File: src/rtl/core/rtcp_sdes_item_parser_macros.svh
// Assertion helpers for the SDES item parser.
`ifndef RTCP_SDES_ITEM_PARSER_MACROS_SVH
`define RTCP_SDES_ITEM_PARSER_MACROS_SVH

`ifndef SYNTHESIS
`define RSDES_ASSERT(lbl, clk_s, rst_s, prop) \
  lbl: assert property (@(posedge clk_s) disable iff (rst_s) prop) \
    else $error("rtcp sdes parser check failed");
`define RSDES_ASSERT_NEXT(lbl, clk_s, rst_s, ante, cons) \
  lbl: assert property (@(posedge clk_s) disable iff (rst_s) (ante) |=> (cons)) \
    else $error("rtcp sdes parser sequence check failed");
`else
`define RSDES_ASSERT(lbl, clk_s, rst_s, prop)
`define RSDES_ASSERT_NEXT(lbl, clk_s, rst_s, ante, cons)
`endif

`endif

File: src/rtl/core/rsdes_pkg.sv
package rsdes_pkg;

  localparam int MAX_CHUNK_BYTES_DEF = 1024;

  // SDES item type codes
  localparam logic [7:0] SDES_END   = 8'd0;
  localparam logic [7:0] SDES_CNAME = 8'd1;
  localparam logic [7:0] SDES_NAME  = 8'd2;
  localparam logic [7:0] SDES_EMAIL = 8'd3;
  localparam logic [7:0] SDES_TOOL  = 8'd6;

  // Item kinds; the report shares its code with the end item
  localparam logic [2:0] KIND_NAME    = 3'd0;
  localparam logic [2:0] KIND_EMAIL   = 3'd1;
  localparam logic [2:0] KIND_TOOL    = 3'd2;
  localparam logic [2:0] KIND_CNAME   = 3'd3;
  localparam logic [2:0] KIND_ZERO    = 3'd4;
  localparam logic [2:0] KIND_UNKNOWN = 3'd5;
  localparam logic [2:0] KIND_REPORT  = 3'd4;

  localparam logic [1:0] ST_OK        = 2'd0;
  localparam logic [1:0] ST_UNKNOWN   = 2'd1;
  localparam logic [1:0] ST_BAD_CNAME = 2'd2;

  localparam logic [7:0] CH_NUL   = 8'h00;
  localparam logic [7:0] CH_AT    = 8'h40;
  localparam logic [7:0] CH_DOT   = 8'h2E;
  localparam logic [7:0] CH_SLASH = 8'h2F;
  localparam logic [7:0] CH_ZERO  = 8'h30;
  localparam logic [7:0] CH_NINE  = 8'h39;

  // CNAME field phases: even ones from 2 to 12 wait for the first digit of a number
  localparam logic [3:0] CF_USER_START = 4'd0;
  localparam logic [3:0] CF_USER       = 4'd1;
  localparam logic [3:0] CF_OCT1_START = 4'd2;
  localparam logic [3:0] CF_OCT1       = 4'd3;
  localparam logic [3:0] CF_OCT2       = 4'd5;
  localparam logic [3:0] CF_OCT3       = 4'd7;
  localparam logic [3:0] CF_OCT4       = 4'd9;
  localparam logic [3:0] CF_PORT_START = 4'd10;
  localparam logic [3:0] CF_PORT       = 4'd11;
  localparam logic [3:0] CF_TIME_START = 4'd12;
  localparam logic [3:0] CF_TIME       = 4'd13;
  localparam logic [3:0] CF_GOOD       = 4'd14;
  localparam logic [3:0] CF_BAD        = 4'd15;

  typedef enum logic [5:0] {
    PH_IDLE = 6'b000001,
    PH_TYPE = 6'b000010,
    PH_LEN  = 6'b000100,
    PH_DATA = 6'b001000,
    PH_BAD  = 6'b010000,
    PH_DONE = 6'b100000
  } phase_t;

  typedef struct packed {
    logic [3:0]  phase;
    logic [31:0] num;
    logic [31:0] ip;
    logic [15:0] port;
  } cname_acc_t;

  function automatic logic [2:0] type_to_kind(logic [7:0] t);
    logic [2:0] k;
    unique case (t)
      SDES_NAME:  k = KIND_NAME;
      SDES_EMAIL: k = KIND_EMAIL;
      SDES_TOOL:  k = KIND_TOOL;
      SDES_CNAME: k = KIND_CNAME;
      SDES_END:   k = KIND_ZERO;
      default:    k = KIND_UNKNOWN;
    endcase
    return k;
  endfunction

  // One CNAME character: user@a.b.c.d/port/time, digits only
  function automatic cname_acc_t cname_feed(cname_acc_t a, logic [7:0] c);
    cname_acc_t  r;
    logic        dig;
    logic [31:0] times10;
    logic [31:0] shifted;
    r       = a;
    dig     = (c >= CH_ZERO) && (c <= CH_NINE);
    times10 = {a.num[28:0], 3'b000} + {a.num[30:0], 1'b0};
    unique case (a.phase)
      CF_OCT1: shifted = {a.num[7:0], 24'd0};
      CF_OCT2: shifted = {a.num[15:0], 16'd0};
      default: shifted = {a.num[23:0], 8'd0};
    endcase
    if (a.phase == CF_USER_START) begin
      r.phase = ((c == CH_NUL) || (c == CH_AT)) ? CF_BAD : CF_USER;
    end else if (a.phase == CF_USER) begin
      if (c == CH_NUL) begin
        r.phase = CF_BAD;
      end else if (c == CH_AT) begin
        r.phase = CF_OCT1_START;
      end
    end else if ((a.phase <= CF_TIME_START) && !a.phase[0]) begin
      if (dig) begin
        r.num   = {28'd0, c[3:0]};
        r.phase = a.phase + 4'd1;
      end else begin
        r.phase = CF_BAD;
      end
    end else if (a.phase <= CF_TIME) begin
      if (dig) begin
        r.num = times10 + {28'd0, c[3:0]};
      end else if (a.phase == CF_TIME) begin
        r.phase = CF_GOOD;
      end else if ((a.phase <= CF_OCT3) && (c == CH_DOT)) begin
        r.ip    = a.ip | shifted;
        r.phase = a.phase + 4'd1;
      end else if ((a.phase == CF_OCT4) && (c == CH_SLASH)) begin
        r.ip    = a.ip | a.num;
        r.phase = CF_PORT_START;
      end else if ((a.phase == CF_PORT) && (c == CH_SLASH)) begin
        r.port  = a.num[15:0];
        r.phase = CF_TIME_START;
      end else begin
        r.phase = CF_BAD;
      end
    end
    return r;
  endfunction

endpackage

File: src/rtl/core/rtcp_sdes_item_parser.sv
// SDES chunk item parser: one chunk byte per word, one result word at most per byte.
// Each accepted byte goes through the input register, then the parse logic into the
// result register.
// Throughput: one byte per cycle; while a result waits the input register holds one
// more byte, then stalls the input. Reset (rst, synchronous) empties both registers
// and idles the parser.
`include "rtcp_sdes_item_parser_macros.svh"

module rtcp_sdes_item_parser
  import rsdes_pkg::*;
#(
  parameter int MAX_CHUNK_BYTES = MAX_CHUNK_BYTES_DEF
) (
  input  logic        clk,
  input  logic        rst,
  input  logic        data_valid,
  output logic        data_stall,
  input  logic [7:0]  data_byte,
  input  logic        first_byte,
  input  logic [10:0] chunk_length,
  input  logic        last_byte,
  output logic        result_valid,
  input  logic        result_stall,
  output logic [2:0]  result_kind,
  output logic [7:0]  text_byte,
  output logic [1:0]  parse_status,
  output logic [31:0] source_ip,
  output logic [15:0] rtp_port,
  output logic [15:0] rtcp_port,
  output logic [31:0] start_time,
  output logic        cname_seen
);

  // Remaining-byte counter sized to hold the largest chunk
  localparam int BL_W  = $clog2(MAX_CHUNK_BYTES + 1);
  localparam int CMP_W = (BL_W > 11) ? BL_W : 11;
  localparam int LT_W  = ((BL_W > 8) ? BL_W : 8) + 1;

  // Input register
  logic        s1_valid;
  logic [7:0]  s1_byte;
  logic        s1_first;
  logic [10:0] s1_length;

  // Parser state
  phase_t      phase, phase_next;
  logic [BL_W-1:0] bytes_left, bytes_left_next;
  logic [2:0]  item_kind, item_kind_next;
  logic [7:0]  item_bytes_left, item_bytes_left_next;
  cname_acc_t  cname_acc, cname_acc_next;
  logic [31:0] decoded_ip, decoded_ip_next;
  logic [15:0] decoded_port, decoded_port_next;
  logic [31:0] decoded_time, decoded_time_next;
  logic        cname_valid, cname_valid_next;

  logic        res_emit;
  logic [2:0]  res_kind;
  logic [7:0]  res_text;
  logic [1:0]  res_status;

  logic        out_free;
  logic        process;
  logic [CMP_W-1:0] len_ext;
  logic [CMP_W-1:0] len_max;
  logic [CMP_W-1:0] len_clamped;

  // The result register frees when it is empty or its word is taken this cycle.
  assign out_free   = !result_valid || !result_stall;
  assign data_stall = s1_valid && !out_free;
  assign process    = s1_valid && out_free;

  assign len_ext     = CMP_W'(s1_length);
  assign len_max     = CMP_W'(MAX_CHUNK_BYTES);
  assign len_clamped = (len_ext > len_max) ? len_max : len_ext;

  // last_byte is carried by the channel but chunk_length alone bounds the chunk.

  always_comb begin
    phase_next           = phase;
    bytes_left_next      = bytes_left;
    item_kind_next       = item_kind;
    item_bytes_left_next = item_bytes_left;
    cname_acc_next       = cname_acc;
    decoded_ip_next      = decoded_ip;
    decoded_port_next    = decoded_port;
    decoded_time_next    = decoded_time;
    cname_valid_next     = cname_valid;
    res_emit             = 1'b0;
    res_kind             = KIND_REPORT;
    res_text             = 8'd0;
    res_status           = ST_OK;

    // A first byte restarts the chunk from any phase, then parses as a type byte.
    if (s1_first) begin
      phase_next           = PH_TYPE;
      bytes_left_next      = len_clamped[BL_W-1:0];
      item_kind_next       = KIND_NAME;
      item_bytes_left_next = 8'd0;
      cname_acc_next       = '0;
      decoded_ip_next      = 32'd0;
      decoded_port_next    = 16'd0;
      decoded_time_next    = 32'd0;
      cname_valid_next     = 1'b0;
    end

    unique case (phase_next)
      PH_TYPE: begin
        // Too little room left for another item: close the chunk.
        if (bytes_left_next <= BL_W'(3)) begin
          phase_next = PH_DONE;
          res_emit   = 1'b1;
        end else begin
          bytes_left_next = bytes_left_next - BL_W'(1);
          item_kind_next  = type_to_kind(s1_byte);
          phase_next      = PH_LEN;
        end
      end
      PH_LEN: begin
        // Length test comes before the type is judged.
        if (!((LT_W'(s1_byte) + LT_W'(1)) < LT_W'(bytes_left_next)) ||
            (item_kind_next == KIND_ZERO)) begin
          phase_next = PH_DONE;
          res_emit   = 1'b1;
        end else if (item_kind_next == KIND_UNKNOWN) begin
          phase_next = PH_DONE;
          res_emit   = 1'b1;
          res_status = ST_UNKNOWN;
        end else begin
          bytes_left_next = bytes_left_next - BL_W'(1);
          if (s1_byte == 8'd0) begin
            // Empty CNAME is malformed; other empty items are skipped.
            if (item_kind_next == KIND_CNAME) begin
              phase_next = PH_DONE;
              res_emit   = 1'b1;
              res_status = ST_BAD_CNAME;
            end else begin
              phase_next = PH_TYPE;
            end
          end else begin
            item_bytes_left_next = s1_byte;
            cname_acc_next       = '0;
            phase_next           = PH_DATA;
          end
        end
      end
      PH_DATA: begin
        if (bytes_left_next != '0) begin
          bytes_left_next = bytes_left_next - BL_W'(1);
        end
        if (item_kind_next == KIND_CNAME) begin
          cname_acc_next = cname_feed(cname_acc_next, s1_byte);
        end
        if (item_bytes_left_next != 8'd0) begin
          item_bytes_left_next = item_bytes_left_next - 8'd1;
        end
        if (item_bytes_left_next == 8'd0) begin
          phase_next = PH_TYPE;
          if (item_kind_next == KIND_CNAME) begin
            // Commit the decode, or flag a malformed CNAME for the next byte.
            if ((cname_acc_next.phase == CF_TIME) || (cname_acc_next.phase == CF_GOOD)) begin
              decoded_ip_next   = cname_acc_next.ip;
              decoded_port_next = cname_acc_next.port;
              decoded_time_next = cname_acc_next.num;
              cname_valid_next  = 1'b1;
            end else begin
              phase_next = PH_BAD;
            end
          end
        end
        res_emit = 1'b1;
        res_kind = item_kind_next;
        res_text = s1_byte;
      end
      PH_BAD: begin
        phase_next = PH_DONE;
        res_emit   = 1'b1;
        res_status = ST_BAD_CNAME;
      end
      default: begin
        // Idle before a first byte, done after the report: drop the byte.
      end
    endcase
  end

  always_ff @(posedge clk) begin
    if (rst) begin
      s1_valid <= 1'b0;
    end else if (!data_stall) begin
      s1_valid <= data_valid;
    end
    if (data_valid && !data_stall) begin
      s1_byte   <= data_byte;
      s1_first  <= first_byte;
      s1_length <= chunk_length;
    end
  end

  always_ff @(posedge clk) begin
    if (rst) begin
      phase <= PH_IDLE;
    end else if (process) begin
      phase <= phase_next;
    end
    if (process) begin
      bytes_left      <= bytes_left_next;
      item_kind       <= item_kind_next;
      item_bytes_left <= item_bytes_left_next;
      cname_acc       <= cname_acc_next;
      decoded_ip      <= decoded_ip_next;
      decoded_port    <= decoded_port_next;
      decoded_time    <= decoded_time_next;
      cname_valid     <= cname_valid_next;
    end
  end

  // Result register: load on a parsed byte that yields a word, else empty when taken.
  always_ff @(posedge clk) begin
    if (rst) begin
      result_valid <= 1'b0;
    end else if (out_free) begin
      result_valid <= process && res_emit;
    end
    if (process && res_emit) begin
      result_kind  <= res_kind;
      text_byte    <= res_text;
      parse_status <= res_status;
      source_ip    <= decoded_ip_next;
      rtp_port     <= decoded_port_next;
      rtcp_port    <= decoded_port_next + 16'd1;
      start_time   <= decoded_time_next;
      cname_seen   <= cname_valid_next;
    end
  end

  `RSDES_ASSERT(a_text_status_ok, clk, rst,
                result_valid && (result_kind != KIND_REPORT) |-> parse_status == ST_OK)
  `RSDES_ASSERT(a_rtcp_port, clk, rst, result_valid |-> rtcp_port == 16'(rtp_port + 16'd1))
  `RSDES_ASSERT(a_no_cname_zero, clk, rst,
                result_valid && !cname_seen |-> (source_ip == 32'd0) && (start_time == 32'd0))
  `RSDES_ASSERT_NEXT(a_s1_hold, clk, rst, s1_valid && data_stall, s1_valid && $stable(s1_byte))

endmodule
File: config.mk
export PLATFORM = sky130hd
export DESIGN_NAME = rtcp_sdes_item_parser
export DESIGN_NICKNAME = d
export VERILOG_FILES = /design/src/rtl/core/rsdes_pkg.sv /design/src/rtl/core/rtcp_sdes_item_parser.sv
export VERILOG_INCLUDE_DIRS = /design/src /design/src/rtl/core
export SDC_FILE = /design/constraint.sdc
export NUM_CORES = 1
export LEC_CHECK = 0
export BUFFER_PORTS_ARGS = -buffer_cell sky130_fd_sc_hd__buf_2
export CORE_MARGIN = 5
export CORE_UTILIZATION = 25
export DETAILED_ROUTE_END_ITERATION = 10
export PLACE_DENSITY = 0.41
export SLEW_MARGIN = 20
export SYNTH_ARGS = -nofsm -noshare
export SYNTH_HDL_FRONTEND = slang
export SYNTH_SLANG_ARGS = --single-unit
File: constraint.sdc
create_clock -name clk -period 11.6 [get_ports clk]
set_clock_uncertainty 0.2 [all_clocks]
set_input_delay 1.16 -clock clk [delete_from_list [all_inputs] [get_ports clk]]
set_output_delay 1.16 -clock clk [all_outputs]
set_load 0.005 [all_outputs]
==> results of run 1 <==
[per-stage QoR]
stage / total power [mW] / cell area, µm² / utilization (%)
finish: 3.070 / 21560 / 29.50
detailed placement: 1.725 / 20110 / 27.52
global placement: 1.723 / 20110 / 27.51
CTS: 3.118 / 21550 / 29.48
global route: 3.200 / 21560 / 29.50
floorplan: 1.625 / 18480 / -
[synth_stat cells, drive strengths merged (10+ instances only)]
cell / instances / share of area [%]
a211oi: 24 / 1.1
a21o: 25 / 1.0
a21oi: 120 / 3.3
a22oi: 45 / 1.9
a31o: 11 / 0.52
a31oi: 23 / 0.78
and2: 30 / 1.0
and3: 16 / 0.54
buf: 47 / 1.2
clkbuf: 79 / 1.6
edfxtp: 317 / 52
ha: 54 / 3.7
inv: 35 / 0.71
mux2i: 13 / 0.70
nand2: 159 / 3.2
nand2b: 12 / 0.45
nand3: 81 / 2.2
nand4: 13 / 0.47
nor2: 180 / 3.7
nor2b: 43 / 1.5
nor3: 46 / 1.3
nor4: 16 / 0.61
o211ai: 11 / 0.47
o21ai: 116 / 3.1
o21bai: 10 / 0.41
o22ai: 25 / 0.85
o31ai: 11 / 0.45
xnor2: 56 / 2.7
xor2: 19 / 0.94
[cell type report]
type                       count  area share [%]
sequential                   325           44.90
multi-input combinational   1297           38.06
tap                          959           5.566
clock buffer                  46           5.044
timing repair buffer         164           4.144
clock inverter                28           1.625
inverter                      35          0.6500
antenna                        1         0.01161
[path summary, 6_finish.rpt]
path,endpoint
worst max-delay path,start_time[24]
worst min-delay path,phase[1]
worst max register to register,start_time[24]
worst min register to register,phase[1]
[power by group]
group          leakage (nW)  internal, mW  switching, mW
logic                  3.97         0.112          0.206
clock network         0.691         0.836          0.533
registers              3.09          1.34         0.0450
total                  7.76          2.29          0.784
[cells by family (layout without fill, tap and decap cells)]
logic type,Yosys count,in the layout,synth area share (%)
muxes,19,19,1.070
buffers and inverters,161,273,3.563
DFF,325,325,52.40
xor gates and xnor gates,75,75,3.597
and+or+nand+nor,640,640,16.98
other,0,1,0
adders and majority gates,55,55,3.766
AOI/OAI and AO/OA,508,508,18.62
[worst max-delay path, stage by stage (launching register included)]
cell      delay, ns
edfxtp_1       0.36
buf_4          0.27
clkinv_2       0.22
buf_4          0.56
buf_4          0.64
nand2_1        0.14
xnor2_1        0.20
fa_1           0.54
a21o_1         0.22
a21oi_1        0.26
o21bai_1       0.13
a211o_1        0.31
a31oi_1        0.48
o21ai_0        0.22
a41o_1         0.33
nand4_1        0.11
a31oi_1        0.15
a211oi_1       0.77
nor2_1         0.14
[sequential cells by signal, indices dropped and copies added (netlist names)]
signal           flops
item_bytes_left      8
result_valid         1
phase                6
cname_seen           1
decoded_port        16
rtp_port            16
s1_byte              8
s1_first             1
source_ip           32
bytes_left          11
cname_valid          1
result_kind          3
decoded_time        32
s1_valid             1
rtcp_port           16
decoded_ip          32
parse_status         2
start_time          32
cname_acc           84
len_ext             11
item_kind            3
text_byte            8
[metal layers]
metal	wire length, µm	share of wire [%]	up-vias
li1	-	-	6906
met5	0	0	-
met4	1930	3.0	0
met3	3513	5.5	93
met1	29360	46	7208
met2	29150	46	428
==> results.py, run 1 <==
metrics = {
    "worst_hold_path": {
        "worstHoldPathCells": 2,
        "hp-class": "reg -> reg",
        "hold_path_startpoint": "phase[1]",
    },
    "cells_and_area": {
        "seqCellArea_um2": 9679,
        "final_common_cell": "edfxtp_1",
        "nFillCells": 7630,
        "nets": 1944,
        "final_cells": 2855,
        "mostFrequentLayoutCells": "317 x edfxtp_1, 178 x nor2_1, 159 x nand2_1",
        "multi_input_area_um2": 8205,
        "drive_above_1_share_pct": 15.62,
        "area_growth_pct": 16.72,
    },
    "setup_path": {
        "r2r-start": "s1_first",
        "rrSetupSlack_ns": 4.98,
        "ff2ff_path_depth": 18,
        "start_kind": "flop",
        "timing.critical_path.from": "s1_first",
        "endpoint_kind": "flop",
        "crit_fanout": 53,
        "worstSetupPathType": "reg -> reg",
        "cp_data_arrival_time_ns": 6.69,
        "worstPathRequired_ns": 11.67,
    },
    "pwr": {
        "peakVddDrop_mv": 0.1025,
        "power-per-cell-area_nw_per_um2": 142.4,
        "total_leakage_power_nw": 7.755,
    },
    "synthesis": {
        "ys.flop_type": "edfxtp_1",
        "async_flop_share_pct": 0,
        "syn-num-nets": 1863,
        "ys_seq_area_share_pct": 52.40,
        "syn_avg_cell_area_um2": 10.36,
        "synth-seq-cells": 325,
        "synth_edf_count": 317,
        "synth.distinct_cells": 100,
        "yosys_warnings": 0,
        "syn-cell-area_um2": 18470,
        "syn-instance-count": 1783,
    },
    "global_route": {
        "grt_pass1_wl_mm": 95.39,
        "grt.total_usage_pct": 15.65,
        "gr-usage-met1_pct": 21.62,
        "antenna_found_initial": 2,
        "grt_pass1_vias": 14500,
        "grt_overflow": 0,
        "grt_max_degree": 85,
        "grtUsageMet2_pct": 25.08,
        "grt_busiest_layer": "met2",
        "grt_use_met3_pct": 2.716,
    },
    "floorplanning": {
        "start_util_pct": 25.27,
        "die_width_um": 281.8,
        "num_rows": 99,
        "die-area_um2": 79420,
        "ios": 137,
        "core_area_um2": 73080,
        "die_height_um": 281.8,
    },
    "placed_design": {
        "pre_cts_slack_ns": 4.999,
        "dp_hpwl_mm": 43.66,
        "port_buffers": 135,
        "dp_cells": 2780,
        "gp_congestion": 0.8997,
    },
    "sta": {
        "worstMarginPinSlew_ns": 1.071,
        "period_share_pct": 57.10,
        "rsz0062_at_grt": "false",
        "final-setup-viol-count": 0,
        "whs_ns": 0.2887,
        "fin_setup_tns_ns": 0,
        "layout_setup_ws_ns": 4.976,
        "relSlewSlack_pct": 27.67,
        "fmax_ghz": 0.1510,
        "post-route-min-period_ns": 6.624,
        "hold_viol": 0,
        "slew_viol_final": 0,
    },
    "cts": {
        "clock-sinks": 325,
        "post_cts_buffers": 0,
        "cts_resized": 0,
        "cts_made_buffers": 41,
        "cts_hold_buf": 0,
        "path_clk_slew_ns": 0.06,
        "cts_root_buf": "clkbuf_16",
        "htreeDepth": 2,
        "cts_buffer_depth": 3,
        "worstSkewPairLatency_ns": 0.57,
        "cts_tree": "yes",
    },
    "drt": {
        "drc": 0,
        "ant_nets": 0,
        "drt-pass1-iter-count": 5,
        "wl_mm": 63.95,
        "vias": 14640,
        "wire_per_inst_um": 22.40,
        "viasPerCell": 5.126,
        "drt-initial-drc-count": 1228,
    },
    "status": {
        "outcome": "completed",
    },
    "flow_run": {
        "maxCapViolCount": 0,
    },
}
Note: power is estimated with default switching activity, not from simulation.
==> run 2: changes to the inputs <==
--- a/config.mk
+++ b/config.mk
@@ -10,7 +10,7 @@
 export CORE_MARGIN = 5
 export CORE_UTILIZATION = 25
 export DETAILED_ROUTE_END_ITERATION = 10
-export PLACE_DENSITY = 0.41
+export PLACE_DENSITY = 0.4
 export SLEW_MARGIN = 20
 export SYNTH_ARGS = -nofsm -noshare
 export SYNTH_HDL_FRONTEND = slang
==> constraint.sdc (replaced) <==
create_clock -name clk -period 6.5 [get_ports clk]
set_clock_uncertainty 0.2 [all_clocks]
set_input_delay 0.65 -clock clk [delete_from_list [all_inputs] [get_ports clk]]
set_output_delay 0.65 -clock clk [all_outputs]
set_load 0.005 [all_outputs]
==> results.py, run 2 (synthesis gave the netlist of run 1 again) <==
metrics = {
    "status": {
        "outcome": "completed",
    },
    "sta": {
        "slew_viol_final": 0,
        "post-route-min-period_ns": 5.515,
        "worstMarginPinSlew_ns": 1.007,
        "final-setup-viol-count": 0,
        "hold_viol": 0,
        "relSlewSlack_pct": 32.32,
        "rsz0062_at_grt": "false",
        "fin_setup_tns_ns": 0,
        "period_share_pct": 84.85,
        "fmax_ghz": 0.1813,
    },
    "cts": {
        "cts_buffer_depth": 3,
        "cts_hold_buf": 0,
        "htreeDepth": 2,
        "cts_tree": "yes",
        "clock-sinks": 325,
        "cts_made_buffers": 41,
        "cts_resized": 0,
        "cts_root_buf": "clkbuf_16",
        "worstSkewPairLatency_ns": 0.58,
        "post_cts_buffers": 0,
        "path_clk_slew_ns": 0.06,
    },
    "flow_run": {
        "maxCapViolCount": 0,
    },
    "cells_and_area": {
        "diodes": 0,
        "final_common_cell": "edfxtp_1",
        "area_growth_pct": 17.57,
        "fin_util_pct": 29.71,
        "final_cells": 2875,
        "nets": 1966,
        "mostFrequentLayoutCells": "317 x edfxtp_1, 180 x nor2_1, 159 x nand2_1",
        "largest_register": "cname_acc",
        "nFillCells": 7641,
        "drive_above_1_share_pct": 16.28,
        "largest_register_ffs": 84,
    },
    "drt": {
        "drc": 0,
        "vias": 14710,
        "drt-pass1-iter-count": 5,
        "wl_mm": 65.69,
        "drt-initial-drc-count": 975,
        "ant_nets": 0,
        "wire_per_inst_um": 22.85,
        "viasPerCell": 5.116,
    },
    "pwr": {
        "p_int_mw": 4.130,
        "peakVddDrop_mv": 0.1478,
        "clkPwrFrac_pct": 44.7,
        "swShare_pct": 25.24,
        "pwr-share-comb_pct": 10.7,
        "power-per-cell-area_nw_per_um2": 254.4,
        "total_leakage_power_nw": 7.867,
        "p_seq_share_pct": 44.6,
        "power_switching_mw": 1.394,
    },
    "floorplanning": {
        "core_area_um2": 73080,
        "start_util_pct": 25.27,
        "die_height_um": 281.8,
        "ios": 137,
        "die_width_um": 281.8,
        "num_rows": 99,
        "die-area_um2": 79420,
    },
    "global_route": {
        "grt_pass1_vias": 14660,
        "grt.total_usage_pct": 16.14,
        "grt_overflow": 0,
        "grt_max_degree": 65,
        "grt_pass1_wl_mm": 97.97,
        "antenna_found_initial": 1,
    },
    "setup_path": {
        "r2r-start": "s1_first",
        "start_kind": "flop",
        "cp_data_arrival_time_ns": 5.61,
        "worstSetupPathType": "reg -> reg",
        "endpoint_kind": "flop",
        "crit_fanout": 26,
        "worstPathRequired_ns": 6.59,
        "timing.critical_path.from": "s1_first",
    },
    "placed_design": {
        "gp_congestion": 0.8841,
        "port_buffers": 135,
        "dp_hpwl_mm": 46.10,
        "dp_cells": 2802,
    },
    "worst_hold_path": {
        "hold_path_startpoint": "data_byte[4]",
        "hp-class": "in -> reg",
    },
}
==> run 2: cell types whose count changed in the layout (fill, tap and decap cells not counted), sizes merged <==
cell      change
buf          +22
clkinv        -5
clkbuf        +7
diode         -1
clkinvlp      -1
inv           -2
==> run 2: final timing paths <==
check             slack (ns)  depth (start not counted)        endpoint
setup reg to reg        0.98                         16  start_time[30]
hold / removal          0.06                          1      s1_byte[4]
setup / recovery        0.98                         16  start_time[30]
hold reg to reg         0.29                          2        phase[1]
==> run 2: per-stage QoR <==
| step | cell area [µm²] | hold WS [ns] | worst slack, ns | power (mW) |
|---|---|---|---|---|
| 2_1_floorplan | 18490 | 0.2454 | 0.003773 | 2.897 |
| 3_3_place_gp | 20260 | 0.2694 | 1.099 | 3.090 |
| 3_5_place_dp | 20260 | 0.2794 | 1.048 | 3.096 |
| 4_1_cts | 21710 | 0.02584 | 0.9944 | 5.614 |
| 5_1_grt | 21710 | 0.03790 | 0.7175 | 5.753 |
| 6_report | 21710 | 0.06218 | 0.9849 | 5.524 |
==> run 2: layout make-up <==
| class | count | area, µm² | share of cell area [%] |
|---|---|---|---|
| inverter | 35 | 136.4 | 0.6281 |
| multi-input combinational | 1297 | 8193 | 37.73 |
| clock buffer | 53 | 1155 | 5.318 |
| sequential | 325 | 9679 | 44.57 |
| tap | 959 | 1200 | 5.526 |
| timing repair buffer | 186 | 1059 | 4.875 |
| clock inverter | 20 | 292.8 | 1.348 |
==> run 2: power by group through the flow <==
stage / logic [mW] / registers (mW) / clock network, mW
final: 0.591 / 2.46 / 2.47
after CTS: 0.594 / 2.46 / 2.56
after detailed placement: 0.590 / 2.51 / 0
after floorplan: 0.438 / 2.46 / 0
after global routing: 0.656 / 2.47 / 2.63
after global placement: 0.586 / 2.50 / 0
==> run 2: routing by layer <==
metal | vias to the layer above | track usage [%] | part of all wire [%]
li1 | 6928 | - | -
met1 | 7288 | 22.99 | 47
met3 | 87 | 2.244 | 4.5
met2 | 404 | 26.25 | 46
met5 | - | 0 | 0.020
met4 | 2 | 3.653 | 2.1
==> run 2: worst max-delay path: stages (launching register included) <==
cell and delay [ns]:
edfxtp_1 0.50, buf_4 0.30, nor2b_1 0.36, xor2_1 0.13, ha_1 0.25, fa_1 0.44
a21o_1 0.25, a21oi_1 0.25, o21bai_1 0.13, a211o_1 0.31, a31oi_1 0.57, o21a_1 0.28
o21ai_0 0.18, a311oi_1 0.43, mux2i_1 0.16, a22oi_1 0.35, a21oi_1 0.15
